## config.mk

```make
export PLATFORM = sky130hd
export DESIGN_NAME = pid_controller_variable_dt_flat
export DESIGN_NICKNAME = d
export VERILOG_FILES = /design/src/sv/pidvdt_pkg.sv /design/src/sv/pidvdt_in_if.sv /design/src/sv/pidvdt_out_if.sv /design/src/sv/pidvdt_cfg_if.sv /design/src/sv/pid_controller_variable_dt.sv /design/src/flat_wrapper.sv
export SDC_FILE = /design/constraint.sdc
export NUM_CORES = 2
export LEC_CHECK = 0
export BUFFER_PORTS_ARGS = -buffer_cell sky130_fd_sc_hd__buf_2
export CAP_MARGIN = 20
export CORE_UTILIZATION = 55
export DETAILED_ROUTE_END_ITERATION = 16
export PLACE_DENSITY = 0.71
export RECOVER_POWER = 100
export SETUP_SLACK_MARGIN = 0.15
export SYNTH_ARGS = -nofsm -noshare
export SYNTH_HDL_FRONTEND = slang
export SYNTH_SLANG_ARGS = --single-unit
```

## constraint.sdc

```tcl
create_clock -name clk -period 23.6 [get_ports clk]
set_input_delay 1.18 -clock clk [delete_from_list [all_inputs] [get_ports clk]]
set_output_delay 1.18 -clock clk [all_outputs]
set_load 0.02 [all_outputs]
```

## src/sv/pidvdt_pkg.sv

```systemverilog
// ----------------------------------------------------------------------------
// pidvdt_pkg
// Shared widths and register indexes for the variable-step PID controller.
// ----------------------------------------------------------------------------
package pidvdt_pkg;

    localparam int GAIN_WIDTH      = 16;
    localparam int TICK_WIDTH      = 16;
    localparam int CFG_INDEX_WIDTH = 3;

    // shared multiplier: 17 x 34 signed
    localparam int MUL_A_WIDTH = GAIN_WIDTH + 1;
    localparam int MUL_B_WIDTH = 34;
    localparam int PROD_WIDTH  = MUL_A_WIDTH + MUL_B_WIDTH;

    // integral is split into two chunks for the gain_i product
    localparam int CHUNK_WIDTH = 32;
    localparam int EXT_WIDTH   = 2 * CHUNK_WIDTH;

    typedef logic [CFG_INDEX_WIDTH-1:0] cfg_index_t;

    localparam cfg_index_t REG_GAIN_P  = 3'd0;
    localparam cfg_index_t REG_GAIN_I  = 3'd1;
    localparam cfg_index_t REG_GAIN_D  = 3'd2;
    localparam cfg_index_t REG_OUT_MIN = 3'd3;
    localparam cfg_index_t REG_OUT_MAX = 3'd4;

endpackage

```

## src/sv/pidvdt_in_if.sv

```systemverilog
// ----------------------------------------------------------------------------
// pidvdt_in_if
// Sample channel: setpoint, measurement and elapsed ticks.
// ----------------------------------------------------------------------------
interface pidvdt_in_if
    import pidvdt_pkg::*;
#(
    parameter int DATA_WIDTH = 16
);
    logic                         valid;
    logic                         ready;
    logic signed [DATA_WIDTH-1:0] setpoint;
    logic signed [DATA_WIDTH-1:0] measured;
    logic [TICK_WIDTH-1:0]        elapsed_ticks;

    modport source (output valid, output setpoint, output measured,
                    output elapsed_ticks, input ready);
    modport sink   (input valid, input setpoint, input measured,
                    input elapsed_ticks, output ready);
endinterface

```

## src/sv/pidvdt_out_if.sv

```systemverilog
// ----------------------------------------------------------------------------
// pidvdt_out_if
// Result channel: clamped drive value.
// ----------------------------------------------------------------------------
interface pidvdt_out_if #(
    parameter int DATA_WIDTH = 16
);
    logic                         valid;
    logic                         ready;
    logic signed [DATA_WIDTH-1:0] drive;

    modport source (output valid, output drive, input ready);
    modport sink   (input valid, input drive, output ready);
endinterface

```

## src/sv/pidvdt_cfg_if.sv

```systemverilog
// ----------------------------------------------------------------------------
// pidvdt_cfg_if
// Register write channel: index and write data.
// ----------------------------------------------------------------------------
interface pidvdt_cfg_if
    import pidvdt_pkg::*;
#(
    parameter int DATA_WIDTH = 16
);
    localparam int CFG_DATA_WIDTH = (DATA_WIDTH > GAIN_WIDTH) ? DATA_WIDTH : GAIN_WIDTH;

    logic                      valid;
    logic                      ready;
    cfg_index_t                index;
    logic [CFG_DATA_WIDTH-1:0] data;

    modport source (output valid, output index, output data, input ready);
    modport sink   (input valid, input index, input data, output ready);
endinterface

```

## src/sv/pid_controller_variable_dt.sv

```systemverilog
// ----------------------------------------------------------------------------
// pid_controller_variable_dt
// PID controller with variable time step, saturating integral, serial
// derivative divide and clamped output. One shared 17x34 multiplier.
// ----------------------------------------------------------------------------
// Sequence: a transferred sample passes PREP, INTEG, ACC_P, ACC_IL, ACC_IH,
//   WAIT_DIV, ISSUE_D, ACC_D and OUT; WAIT_DIV waits for the restoring divider
//   (one quotient bit per cycle) for the derivative. No new sample is taken
//   until the current one has been written to the output register.
// Reset: gains zero, limits at the full drive range, integral and last error
//   zero, output register empty. Register writes are accepted every cycle.
module pid_controller_variable_dt
    import pidvdt_pkg::*;
#(
    parameter int DATA_WIDTH = 16,
    parameter int FRAC_BITS  = 8,
    parameter int SUM_WIDTH  = 40
)(
    input  logic         clk,
    input  logic         rst_n,
    pidvdt_in_if.sink    sample,
    pidvdt_out_if.source result,
    pidvdt_cfg_if.sink   cfg
);

    localparam int ERR_WIDTH  = DATA_WIDTH + 1;
    localparam int DIFF_WIDTH = DATA_WIDTH + 2;
    localparam int INT_WIDTH  = ((SUM_WIDTH > ERR_WIDTH + TICK_WIDTH) ?
                                 SUM_WIDTH : ERR_WIDTH + TICK_WIDTH) + 1;
    localparam int ACC_WIDTH  = ((SUM_WIDTH > DIFF_WIDTH) ? SUM_WIDTH : DIFF_WIDTH)
                                + MUL_A_WIDTH + 1;
    localparam int CNT_WIDTH  = $clog2(DIFF_WIDTH);

    localparam logic [3:0] S_IDLE     = 4'd0;
    localparam logic [3:0] S_PREP     = 4'd1;
    localparam logic [3:0] S_INTEG    = 4'd2;
    localparam logic [3:0] S_ACC_P    = 4'd3;
    localparam logic [3:0] S_ACC_IL   = 4'd4;
    localparam logic [3:0] S_ACC_IH   = 4'd5;
    localparam logic [3:0] S_WAIT_DIV = 4'd6;
    localparam logic [3:0] S_ISSUE_D  = 4'd7;
    localparam logic [3:0] S_ACC_D    = 4'd8;
    localparam logic [3:0] S_OUT      = 4'd9;

    logic [3:0]                   state_reg, state_next;

    logic signed [GAIN_WIDTH-1:0] gain_p_reg, gain_i_reg, gain_d_reg;
    logic signed [DATA_WIDTH-1:0] out_min_reg, out_max_reg;

    logic signed [SUM_WIDTH-1:0]  integral_reg;
    logic signed [ERR_WIDTH-1:0]  prev_err_reg;
    logic signed [ERR_WIDTH-1:0]  err_reg;
    logic [TICK_WIDTH-1:0]        dt_reg;

    logic signed [PROD_WIDTH-1:0] prod_reg;
    logic signed [ACC_WIDTH-1:0]  acc_reg;

    logic [DATA_WIDTH:0]          div_quo_reg;
    logic [TICK_WIDTH-1:0]        div_rem_reg;
    logic [CNT_WIDTH-1:0]         div_cnt_reg;
    logic                         div_neg_reg;

    logic signed [DATA_WIDTH-1:0] drive_reg;
    logic                         out_valid_reg;

    logic                         in_xfer, out_free;

    // ---------------------------------------------------------------- config
    assign cfg.ready = 1'b1;

    always_ff @(posedge clk or negedge rst_n)
    begin
        if (!rst_n)
        begin
            gain_p_reg  <= '0;
            gain_i_reg  <= '0;
            gain_d_reg  <= '0;
            out_min_reg <= {1'b1, {(DATA_WIDTH-1){1'b0}}};
            out_max_reg <= {1'b0, {(DATA_WIDTH-1){1'b1}}};
        end
        else if (cfg.valid)
        begin
            case (cfg.index)
                REG_GAIN_P:  gain_p_reg  <= cfg.data[GAIN_WIDTH-1:0];
                REG_GAIN_I:  gain_i_reg  <= cfg.data[GAIN_WIDTH-1:0];
                REG_GAIN_D:  gain_d_reg  <= cfg.data[GAIN_WIDTH-1:0];
                REG_OUT_MIN: out_min_reg <= cfg.data[DATA_WIDTH-1:0];
                REG_OUT_MAX: out_max_reg <= cfg.data[DATA_WIDTH-1:0];
                default:     ;
            endcase
        end
    end

    // ------------------------------------------------------------ datapath
    assign sample.ready = (state_reg == S_IDLE);
    assign in_xfer      = sample.valid && sample.ready;
    assign out_free     = !out_valid_reg || result.ready;

    // error difference for the derivative
    logic signed [DIFF_WIDTH-1:0] diff, diff_mag;
    assign diff     = DIFF_WIDTH'(err_reg) - DIFF_WIDTH'(prev_err_reg);
    assign diff_mag = diff[DIFF_WIDTH-1] ? -diff : diff;

    // restoring divider step
    logic [TICK_WIDTH:0]          div_trial;
    logic                         div_ge;
    assign div_trial = {div_rem_reg, div_quo_reg[DATA_WIDTH]};
    assign div_ge    = (div_trial >= {1'b0, dt_reg});

    logic signed [DIFF_WIDTH-1:0] deriv;
    assign deriv = div_neg_reg ? -$signed({1'b0, div_quo_reg})
                               :  $signed({1'b0, div_quo_reg});

    // integral split for the gain_i product
    logic signed [EXT_WIDTH-1:0]   int_ext;
    logic signed [CHUNK_WIDTH-1:0] int_hi;
    assign int_ext = EXT_WIDTH'(integral_reg);
    assign int_hi  = int_ext[EXT_WIDTH-1:CHUNK_WIDTH];

    // shared multiplier operand select
    logic signed [MUL_A_WIDTH-1:0] mul_a;
    logic signed [MUL_B_WIDTH-1:0] mul_b;

    always_comb
    begin
        mul_a = '0;
        mul_b = '0;
        case (state_reg)
            S_PREP:
            begin
                mul_a = $signed({1'b0, dt_reg});
                mul_b = MUL_B_WIDTH'(err_reg);
            end
            S_INTEG:
            begin
                mul_a = MUL_A_WIDTH'(gain_p_reg);
                mul_b = MUL_B_WIDTH'(err_reg);
            end
            S_ACC_P:
            begin
                mul_a = MUL_A_WIDTH'(gain_i_reg);
                mul_b = $signed({{(MUL_B_WIDTH-CHUNK_WIDTH){1'b0}},
                                 int_ext[CHUNK_WIDTH-1:0]});
            end
            S_ACC_IL:
            begin
                mul_a = MUL_A_WIDTH'(gain_i_reg);
                mul_b = MUL_B_WIDTH'(int_hi);
            end
            S_ISSUE_D:
            begin
                mul_a = MUL_A_WIDTH'(gain_d_reg);
                mul_b = MUL_B_WIDTH'(deriv);
            end
            default:
            begin
                mul_a = '0;
                mul_b = '0;
            end
        endcase
    end

    // saturating integral update
    logic signed [INT_WIDTH-1:0] int_sum, int_back;
    logic signed [SUM_WIDTH-1:0] int_trunc, int_next;
    assign int_sum   = INT_WIDTH'(integral_reg) + INT_WIDTH'(prod_reg);
    assign int_trunc = int_sum[SUM_WIDTH-1:0];
    assign int_back  = INT_WIDTH'(int_trunc);

    always_comb
    begin
        if (int_back == int_sum)
            int_next = int_trunc;
        else if (int_sum[INT_WIDTH-1])
            int_next = {1'b1, {(SUM_WIDTH-1){1'b0}}};
        else
            int_next = {1'b0, {(SUM_WIDTH-1){1'b1}}};
    end

    // accumulator addend; the upper integral chunk weighs 2^32
    logic signed [ACC_WIDTH-1:0] prod_ext, acc_add;
    assign prod_ext = ACC_WIDTH'(prod_reg);
    assign acc_add  = (state_reg == S_ACC_IH) ? (prod_ext <<< CHUNK_WIDTH) : prod_ext;

    // scale and clamp: limit to out_max first, then raise to out_min
    logic signed [ACC_WIDTH-1:0] y_shift, y_max, y_min, y_hi, y_lo;
    assign y_shift = acc_reg >>> FRAC_BITS;
    assign y_max   = ACC_WIDTH'(out_max_reg);
    assign y_min   = ACC_WIDTH'(out_min_reg);
    assign y_hi    = (y_shift > y_max) ? y_max : y_shift;
    assign y_lo    = (y_hi < y_min) ? y_min : y_hi;

    // ----------------------------------------------------------- sequencer
    always_comb
    begin
        state_next = state_reg;
        case (state_reg)
            S_IDLE:     if (in_xfer) state_next = S_PREP;
            S_PREP:     state_next = S_INTEG;
            S_INTEG:    state_next = S_ACC_P;
            S_ACC_P:    state_next = S_ACC_IL;
            S_ACC_IL:   state_next = S_ACC_IH;
            S_ACC_IH:   state_next = S_WAIT_DIV;
            S_WAIT_DIV: if (div_cnt_reg == '0) state_next = S_ISSUE_D;
            S_ISSUE_D:  state_next = S_ACC_D;
            S_ACC_D:    state_next = S_OUT;
            S_OUT:      if (out_free) state_next = S_IDLE;
            default:    state_next = S_IDLE;
        endcase
    end

    always_ff @(posedge clk or negedge rst_n)
    begin
        if (!rst_n)
        begin
            state_reg     <= S_IDLE;
            integral_reg  <= '0;
            prev_err_reg  <= '0;
            div_cnt_reg   <= '0;
            out_valid_reg <= 1'b0;
        end
        else
        begin
            state_reg <= state_next;

            if (state_reg == S_INTEG)
                integral_reg <= int_next;

            if (state_reg == S_PREP)
                div_cnt_reg <= CNT_WIDTH'(DATA_WIDTH + 1);
            else if (div_cnt_reg != '0)
                div_cnt_reg <= div_cnt_reg - 1'b1;

            if (state_reg == S_OUT && out_free)
            begin
                out_valid_reg <= 1'b1;
                prev_err_reg  <= err_reg;
            end
            else if (result.ready)
                out_valid_reg <= 1'b0;
        end
    end

    always_ff @(posedge clk)
    begin
        prod_reg <= mul_a * mul_b;

        if (in_xfer)
        begin
            err_reg <= ERR_WIDTH'(sample.setpoint) - ERR_WIDTH'(sample.measured);
            dt_reg  <= (sample.elapsed_ticks == '0) ? TICK_WIDTH'(1) : sample.elapsed_ticks;
        end

        if (state_reg == S_PREP)
        begin
            div_quo_reg <= diff_mag[DATA_WIDTH:0];
            div_rem_reg <= '0;
            div_neg_reg <= diff[DIFF_WIDTH-1];
        end
        else if (div_cnt_reg != '0)
        begin
            div_quo_reg <= {div_quo_reg[DATA_WIDTH-1:0], div_ge};
            div_rem_reg <= div_ge ? TICK_WIDTH'(div_trial - {1'b0, dt_reg})
                                  : div_trial[TICK_WIDTH-1:0];
        end

        case (state_reg)
            S_ACC_P:                      acc_reg <= prod_ext;
            S_ACC_IL, S_ACC_IH, S_ACC_D:  acc_reg <= acc_reg + acc_add;
            default:                      ;
        endcase

        if (state_reg == S_OUT && out_free)
            drive_reg <= y_lo[DATA_WIDTH-1:0];
    end

    assign result.valid = out_valid_reg;
    assign result.drive = drive_reg;

    // ---------------------------------------------------------- assertions
    a_xfer_starts: assert property (@(posedge clk) disable iff (!rst_n)
        in_xfer |=> state_reg == S_PREP)
        else $error("sample transfer did not start the sequence");

    a_div_done: assert property (@(posedge clk) disable iff (!rst_n)
        state_reg == S_ISSUE_D |-> div_cnt_reg == '0)
        else $error("derivative used before the divide finished");

    a_valid_source: assert property (@(posedge clk) disable iff (!rst_n)
        $rose(out_valid_reg) |-> $past(state_reg) == S_OUT)
        else $error("result appeared outside the output step");

    a_in_limits: assert property (@(posedge clk) disable iff (!rst_n)
        (out_valid_reg && out_min_reg <= out_max_reg) |->
            (drive_reg >= out_min_reg && drive_reg <= out_max_reg))
        else $error("drive outside its limits");

endmodule

```

## src/flat_wrapper.sv

```systemverilog
// flat-port wrapper written by rule: the top's interface ports become plain ports
module pid_controller_variable_dt_flat import pidvdt_pkg::*;
#(
    parameter int DATA_WIDTH = 16,
    parameter int FRAC_BITS  = 8,
    parameter int SUM_WIDTH  = 40
)
  (clk, rst_n, sample_valid, sample_setpoint, sample_measured, sample_elapsed_ticks, sample_ready, result_valid, result_drive, result_ready, cfg_valid, cfg_index, cfg_data, cfg_ready);
  pidvdt_in_if #(.DATA_WIDTH(DATA_WIDTH)) sample_i ();
  pidvdt_out_if #(.DATA_WIDTH(DATA_WIDTH)) result_i ();
  pidvdt_cfg_if #(.DATA_WIDTH(DATA_WIDTH)) cfg_i ();
  input  logic clk;
  input  logic rst_n;
  input wire logic [$bits(sample_i.valid)-1:0] sample_valid;
  input wire logic [$bits(sample_i.setpoint)-1:0] sample_setpoint;
  input wire logic [$bits(sample_i.measured)-1:0] sample_measured;
  input wire logic [$bits(sample_i.elapsed_ticks)-1:0] sample_elapsed_ticks;
  output wire logic [$bits(sample_i.ready)-1:0] sample_ready;
  output wire logic [$bits(result_i.valid)-1:0] result_valid;
  output wire logic [$bits(result_i.drive)-1:0] result_drive;
  input wire logic [$bits(result_i.ready)-1:0] result_ready;
  input wire logic [$bits(cfg_i.valid)-1:0] cfg_valid;
  input wire logic [$bits(cfg_i.index)-1:0] cfg_index;
  input wire logic [$bits(cfg_i.data)-1:0] cfg_data;
  output wire logic [$bits(cfg_i.ready)-1:0] cfg_ready;
  assign sample_i.valid = sample_valid;
  assign sample_i.setpoint = sample_setpoint;
  assign sample_i.measured = sample_measured;
  assign sample_i.elapsed_ticks = sample_elapsed_ticks;
  assign sample_ready = sample_i.ready;
  assign result_valid = result_i.valid;
  assign result_drive = result_i.drive;
  assign result_i.ready = result_ready;
  assign cfg_i.valid = cfg_valid;
  assign cfg_i.index = cfg_index;
  assign cfg_i.data = cfg_data;
  assign cfg_ready = cfg_i.ready;
  pid_controller_variable_dt #(.DATA_WIDTH(DATA_WIDTH), .FRAC_BITS(FRAC_BITS), .SUM_WIDTH(SUM_WIDTH)) u_core (.clk(clk), .rst_n(rst_n), .sample(sample_i), .result(result_i), .cfg(cfg_i));
endmodule
```

== Yosys cells after proc, flatten, opt, wreduce, memory -nomap -nowiden ==
Cells that the tools add are included.
Word-level totals
  memories: 0
  register bits after elaboration: 339
  ROM bits: 0
  logic and storage cells: 89
  output and inout port bits: 19
  bits in writable memories: 0
  bits in latches: 0
  bits of input ports: 72
Operators by class
  equality and inequality tests: 17
  divide/modulo/power cells: 0
  $add $sub $neg: 8
  shift-type cells: 0
  mux-type cells: 21
  $lt $le $gt $ge: 3
  multiply operators: 1
  reduce and logical (&&, ||, !) cells: 21
  bitwise gates (word level): 0
Operator list (number)
  $pmux W34 S4: 1
  $mux W58: 2
  $pmux W58 S2: 1
  $mux W40: 2
  $pmux W17 S4: 1
  $add A58 B58 Y58: 1
  $lt A58 B16 Y1: 1
  $mul A17 B34 Y51: 1
  $mux W17: 3
  $gt A50 B16 Y1: 1
  $add A40 B41 Y41: 1
  $pmux W4 S10: 1
  $mux W16: 2
  $mux W18: 1
  $neg A17 Y18: 1
  $sub A17 B17 Y18: 1
  $ge A17 B16 Y1: 1
  $neg A17 Y17: 1
  $sub A16 B16 Y17: 1
  $eq A4 B3 Y1 const B: 4
  $logic_not A16 Y1: 1
  $sub A16 B16 Y16: 1
  $mux W4: 3
  $mux W5: 2
  other kinds (23): 36

== Logic depth before layout (Yosys ltp) ==
  word-level depth: 4
  depth in mapped cells: 36
  depth with buffers taken out: 33

== Least setup slack after synthesis ==
OpenSTA, ideal clock, no wires.
  path type: flip-flop to flip-flop
  start point: register u_core.state_reg[3]
  end point: register u_core.prod_reg[49]
  data arrival time: 8.906 ns
  buffers on the path: 6
  setup time: 0.072 ns
  clock period less this slack: 8.978 ns
  data required time: 23.528 ns
  stages on the path, launching flop included: 34
  setup slack: 14.622 ns
  cell sequence: dfrtp_1 > clkbuf_1 > nand2b_1 > clkbuf_1 > nor3_1 > or2_2 > clkbuf_1 > clkbuf_1 > nand2_1 > nand4_1 > clkbuf_1 > clkbuf_1 > nand2_1 > fa_1 > fa_1 > inv_1 > fa_1 > fa_1 > fa_1 > inv_1 > fa_1 > inv_1 > ha_1 > a2111oi_0 > o21ai_1 > a41o_1 > a221o_1 > o21ai_1 > a21oi_1 > o41ai_2 > o21a_1 > o21ai_1 > a2111oi_0 > xnor2_1
Between the ends
  word-level cells in the longest chain between the ends: 4
  elaborated cells between the ends (all ways): 10
  classes of those cells: 1 x mul; 5 x eq/ne; 2 x mux; 2 x reduce/logical
RTL lines
  start, declared: RTL line pid_controller_variable_dt.sv:45  | logic [3:0] state_reg, state_next;
  start signal, assigned: RTL line pid_controller_variable_dt.sv:224  | state_reg <= state_next;
  $eq A4 B2 Y1, or another cell as far along: RTL line pid_controller_variable_dt.sv:128  | case (state_reg)
  $reduce_or A2 Y1 (no source line)
  $pmux W17 S4 / $pmux W34 S4 (equally long branches): RTL line pid_controller_variable_dt.sv:128
  $mul A17 B34 Y51 (*): RTL line pid_controller_variable_dt.sv:246  | prod_reg <= mul_a * mul_b;
  end signal, assigned: RTL line pid_controller_variable_dt.sv:246
  end, declared: RTL line pid_controller_variable_dt.sv:55  | logic signed [PROD_WIDTH-1:0] prod_reg;
Every way passes the cells marked *; elsewhere a longest branch is shown, timed or not.
A chain may end at the register's enable or synchronous reset.

== Worst setup path in the final report ==
  start point: register u_core.state_reg[1]
  end point: register u_core.prod_reg[49]
The elaborated chain is that of the path after synthesis.

==> results.cfg <==
[timing]
rsz0062_at_grt = no
skew_ps = 24.0
drv_slew = 545
min_period_ps = 12470
finalHoldViolations = 0
worstMarginPinSlew_ps = 5640
min_period_over_period_pct = 52.8
setup_viol = 0
setup_ws_ps = 11130
fin_tns_setup_ps = 0
relSlewSlack_pct = -276
max_freq_ghz = 0.0802

[cells_and_area]
finish.utilization_pct = 59.2
drive_above_1_share_pct = 6.22
final_nets = 5986
largest_register_ff_count = 58
regArea_um2 = 8790
n_fill_cell = 7089
diodes = 0
synthToLayoutAreaGrowth_pct = 6.49
multi_input_area_um2 = 31500

[yosys]
synth.net_count = 5998
ys_seq_area_share_pct = 20.1
synthArstFlopShare_pct = 43.4
synthTopCellsByCount = inv_1 (758), nand2_1 (598), fa_1 (546)
yosysWarnings = 0
avgSynthCellArea_um2 = 8.74
syn_area_um2 = 43800
synthFlopType = dfrtp_1
synth_area_leaders = fa_1 (25%), ha_1 (10%), edfxtp_1 (8.6%)
syn_inst = 5014
yosys.area.top_type = fa_1
synth_top_cell_area_share_pct = 24.9
synth-edff-count = 125
ys_types = 85
synth_seq_cells = 339
synthMostInstantiatedCell = inv_1

[worst_setup_path]
startpoint = u_core.state_reg[1]
max_stage_delay_ps = 1510
crit_end = u_core.prod_reg[49]
rr_endpoint = u_core.prod_reg[49]
start_kind = register
critPathCaptureType = register
worstPathArrival_ps = 12930
cpMaxStageDelayCell = clkbuf_1
r2r_setup_slack_ps = 11130
worstPathRequired_ps = 24070
crit_fanout = 51
cp_common_cell = fa_1
path_class = reg -> reg
crit-reg2reg-launch = u_core.state_reg[1]
rr_worst_depth = 30

[die]
die_area_um2 = 80800
fp.dieH_um = 284
io_pins = 91
die_w_um = 284
coreArea_um2 = 78900
start_util_pct = 55.6
rows = 103

[flow_run]
maxCapViolations = 11

[hold_path]
hold_class = reg -> reg
holdPathStages = 2
min_from = u_core.div_rem_reg[15]

[grt]
grt_pass1_vias = 35559
grt_pass1_wl_mm = 203
grt_overflow = 0
antenna_found_initial = 5
grt.total_usage_pct = 32.4
grt_start_max_net_pins = 91

[detailed_routing]
drtPass1Iterations = 12
initialDrtViolationCount = 3563
routed_wl_mm = 129
viasPerCell = 5.94
num_vias = 36167
postRouteAntennaNets = 0
drcViolationCount = 2
wl_per_cell_um = 21.2

[placed_design]
globalplace.congestion = 0.953
io_buffers = 89
hpwl_mm = 103
pre_cts_ws_ps = 13540

[clock_network]
h-tree-depth = 2
cts_buffers = 41
cts_tree = done
cts_buffer_depth = 3
clockRootBuffer = clkbuf_16
cts_sinks = 339
clkLatencyLatePin_ps = 600
holdBufCountCts = 0
cts.clk_slew.worst_paths_ps = 60
post_cts_buffers = 0
cts_repair_resize_count = 0

[run_status]
run_status = finished, violations left
violations = DRC, capacitance limit, slew limit
## worst min-delay path by stage
| stage | endpoint |
|---|---|
| final | u_core.div_rem_reg[15] |
| after CTS | u_core.div_rem_reg[15] |
| after floorplan | u_core.div_rem_reg[15] |
| after detailed placement | u_core.div_rem_reg[15] |
| after global placement | u_core.div_rem_reg[15] |
| after global routing | u_core.div_rem_reg[15] |
## layout by cell type, fill, tap and decap left out, types with 12 or more instances in the layout
cell / instances
mux2_2: 105
a21oi_1: 301
clkbuf_1: 60
o31ai_1: 26
buf_2: 54
buf_4: 41
edfxtp_1: 125
dfstp_2: 16
nor2b_1: 69
nor2_1: 480
nand2b_1: 37
xnor2_1: 113
nor4_1: 17
nor3_1: 51
a21boi_0: 13
o2111ai_1: 15
o21ai_0: 290
or2_2: 12
and3_1: 20
and4_1: 23
dfrtp_1: 131
clkbuf_16: 46
fa_1: 546
nand4_1: 41
nand2_1: 598
ha_1: 366
inv_1: 757
a211oi_1: 28
or3_1: 25
o21bai_1: 31
a21o_1: 88
xor2_1: 78
dfxtp_1: 67
o211ai_1: 23
a31oi_1: 20
o21a_1: 30
nand3_1: 54
## metrics by stage
stage,cells,hold slack (ps),instance area (um^2)
after CTS,6085,480,46900
after global placement,6008,458,45400
after detailed placement,6009,474,45400
after floorplan,5014,437,43800
after global routing,6085,498,46700
final,6085,476,46700
## area by class of cell
cell class / instances / share of cell area (%)
tap: 1050 / 2.81
clock buffer: 57 / 2.61
inverter: 759 / 6.10
timing repair buffer: 147 / 1.66
multi-input combinational: 3714 / 67.4
sequential: 339 / 18.8
clock inverter: 19 / 0.566
## worst max-delay path: cells and delay by family, from the launching register on
family	cells	cell delay [ps]
compound gates	11	4540
xor+xnor	1	130
fa+ha+maj	7	3430
buf+inv	5	1700
flops	1	470
simple gates	6	2060
## cells by family after synthesis
group           share of synthesized area [%]
simple gates                             14.9
compound gates                           14.2
buf+inv                                  8.24
fa+ha+maj                                35.6
flops                                    20.1
xor+xnor                                 3.84
mux                                      3.16
other cells                           0.00855
## per-layer routing
layer | part of all wire, % | global-route usage, %
met5 | 0.020 | 0
met3 | 8.0 | 4.72
met4 | 4.9 | 13.8
met1 | 43 | 45.6
met2 | 44 | 49.9
Power is left out: the tool's default activity adds up to more than one toggle a clock period on the data nets, which glitch-free logic cannot reach.
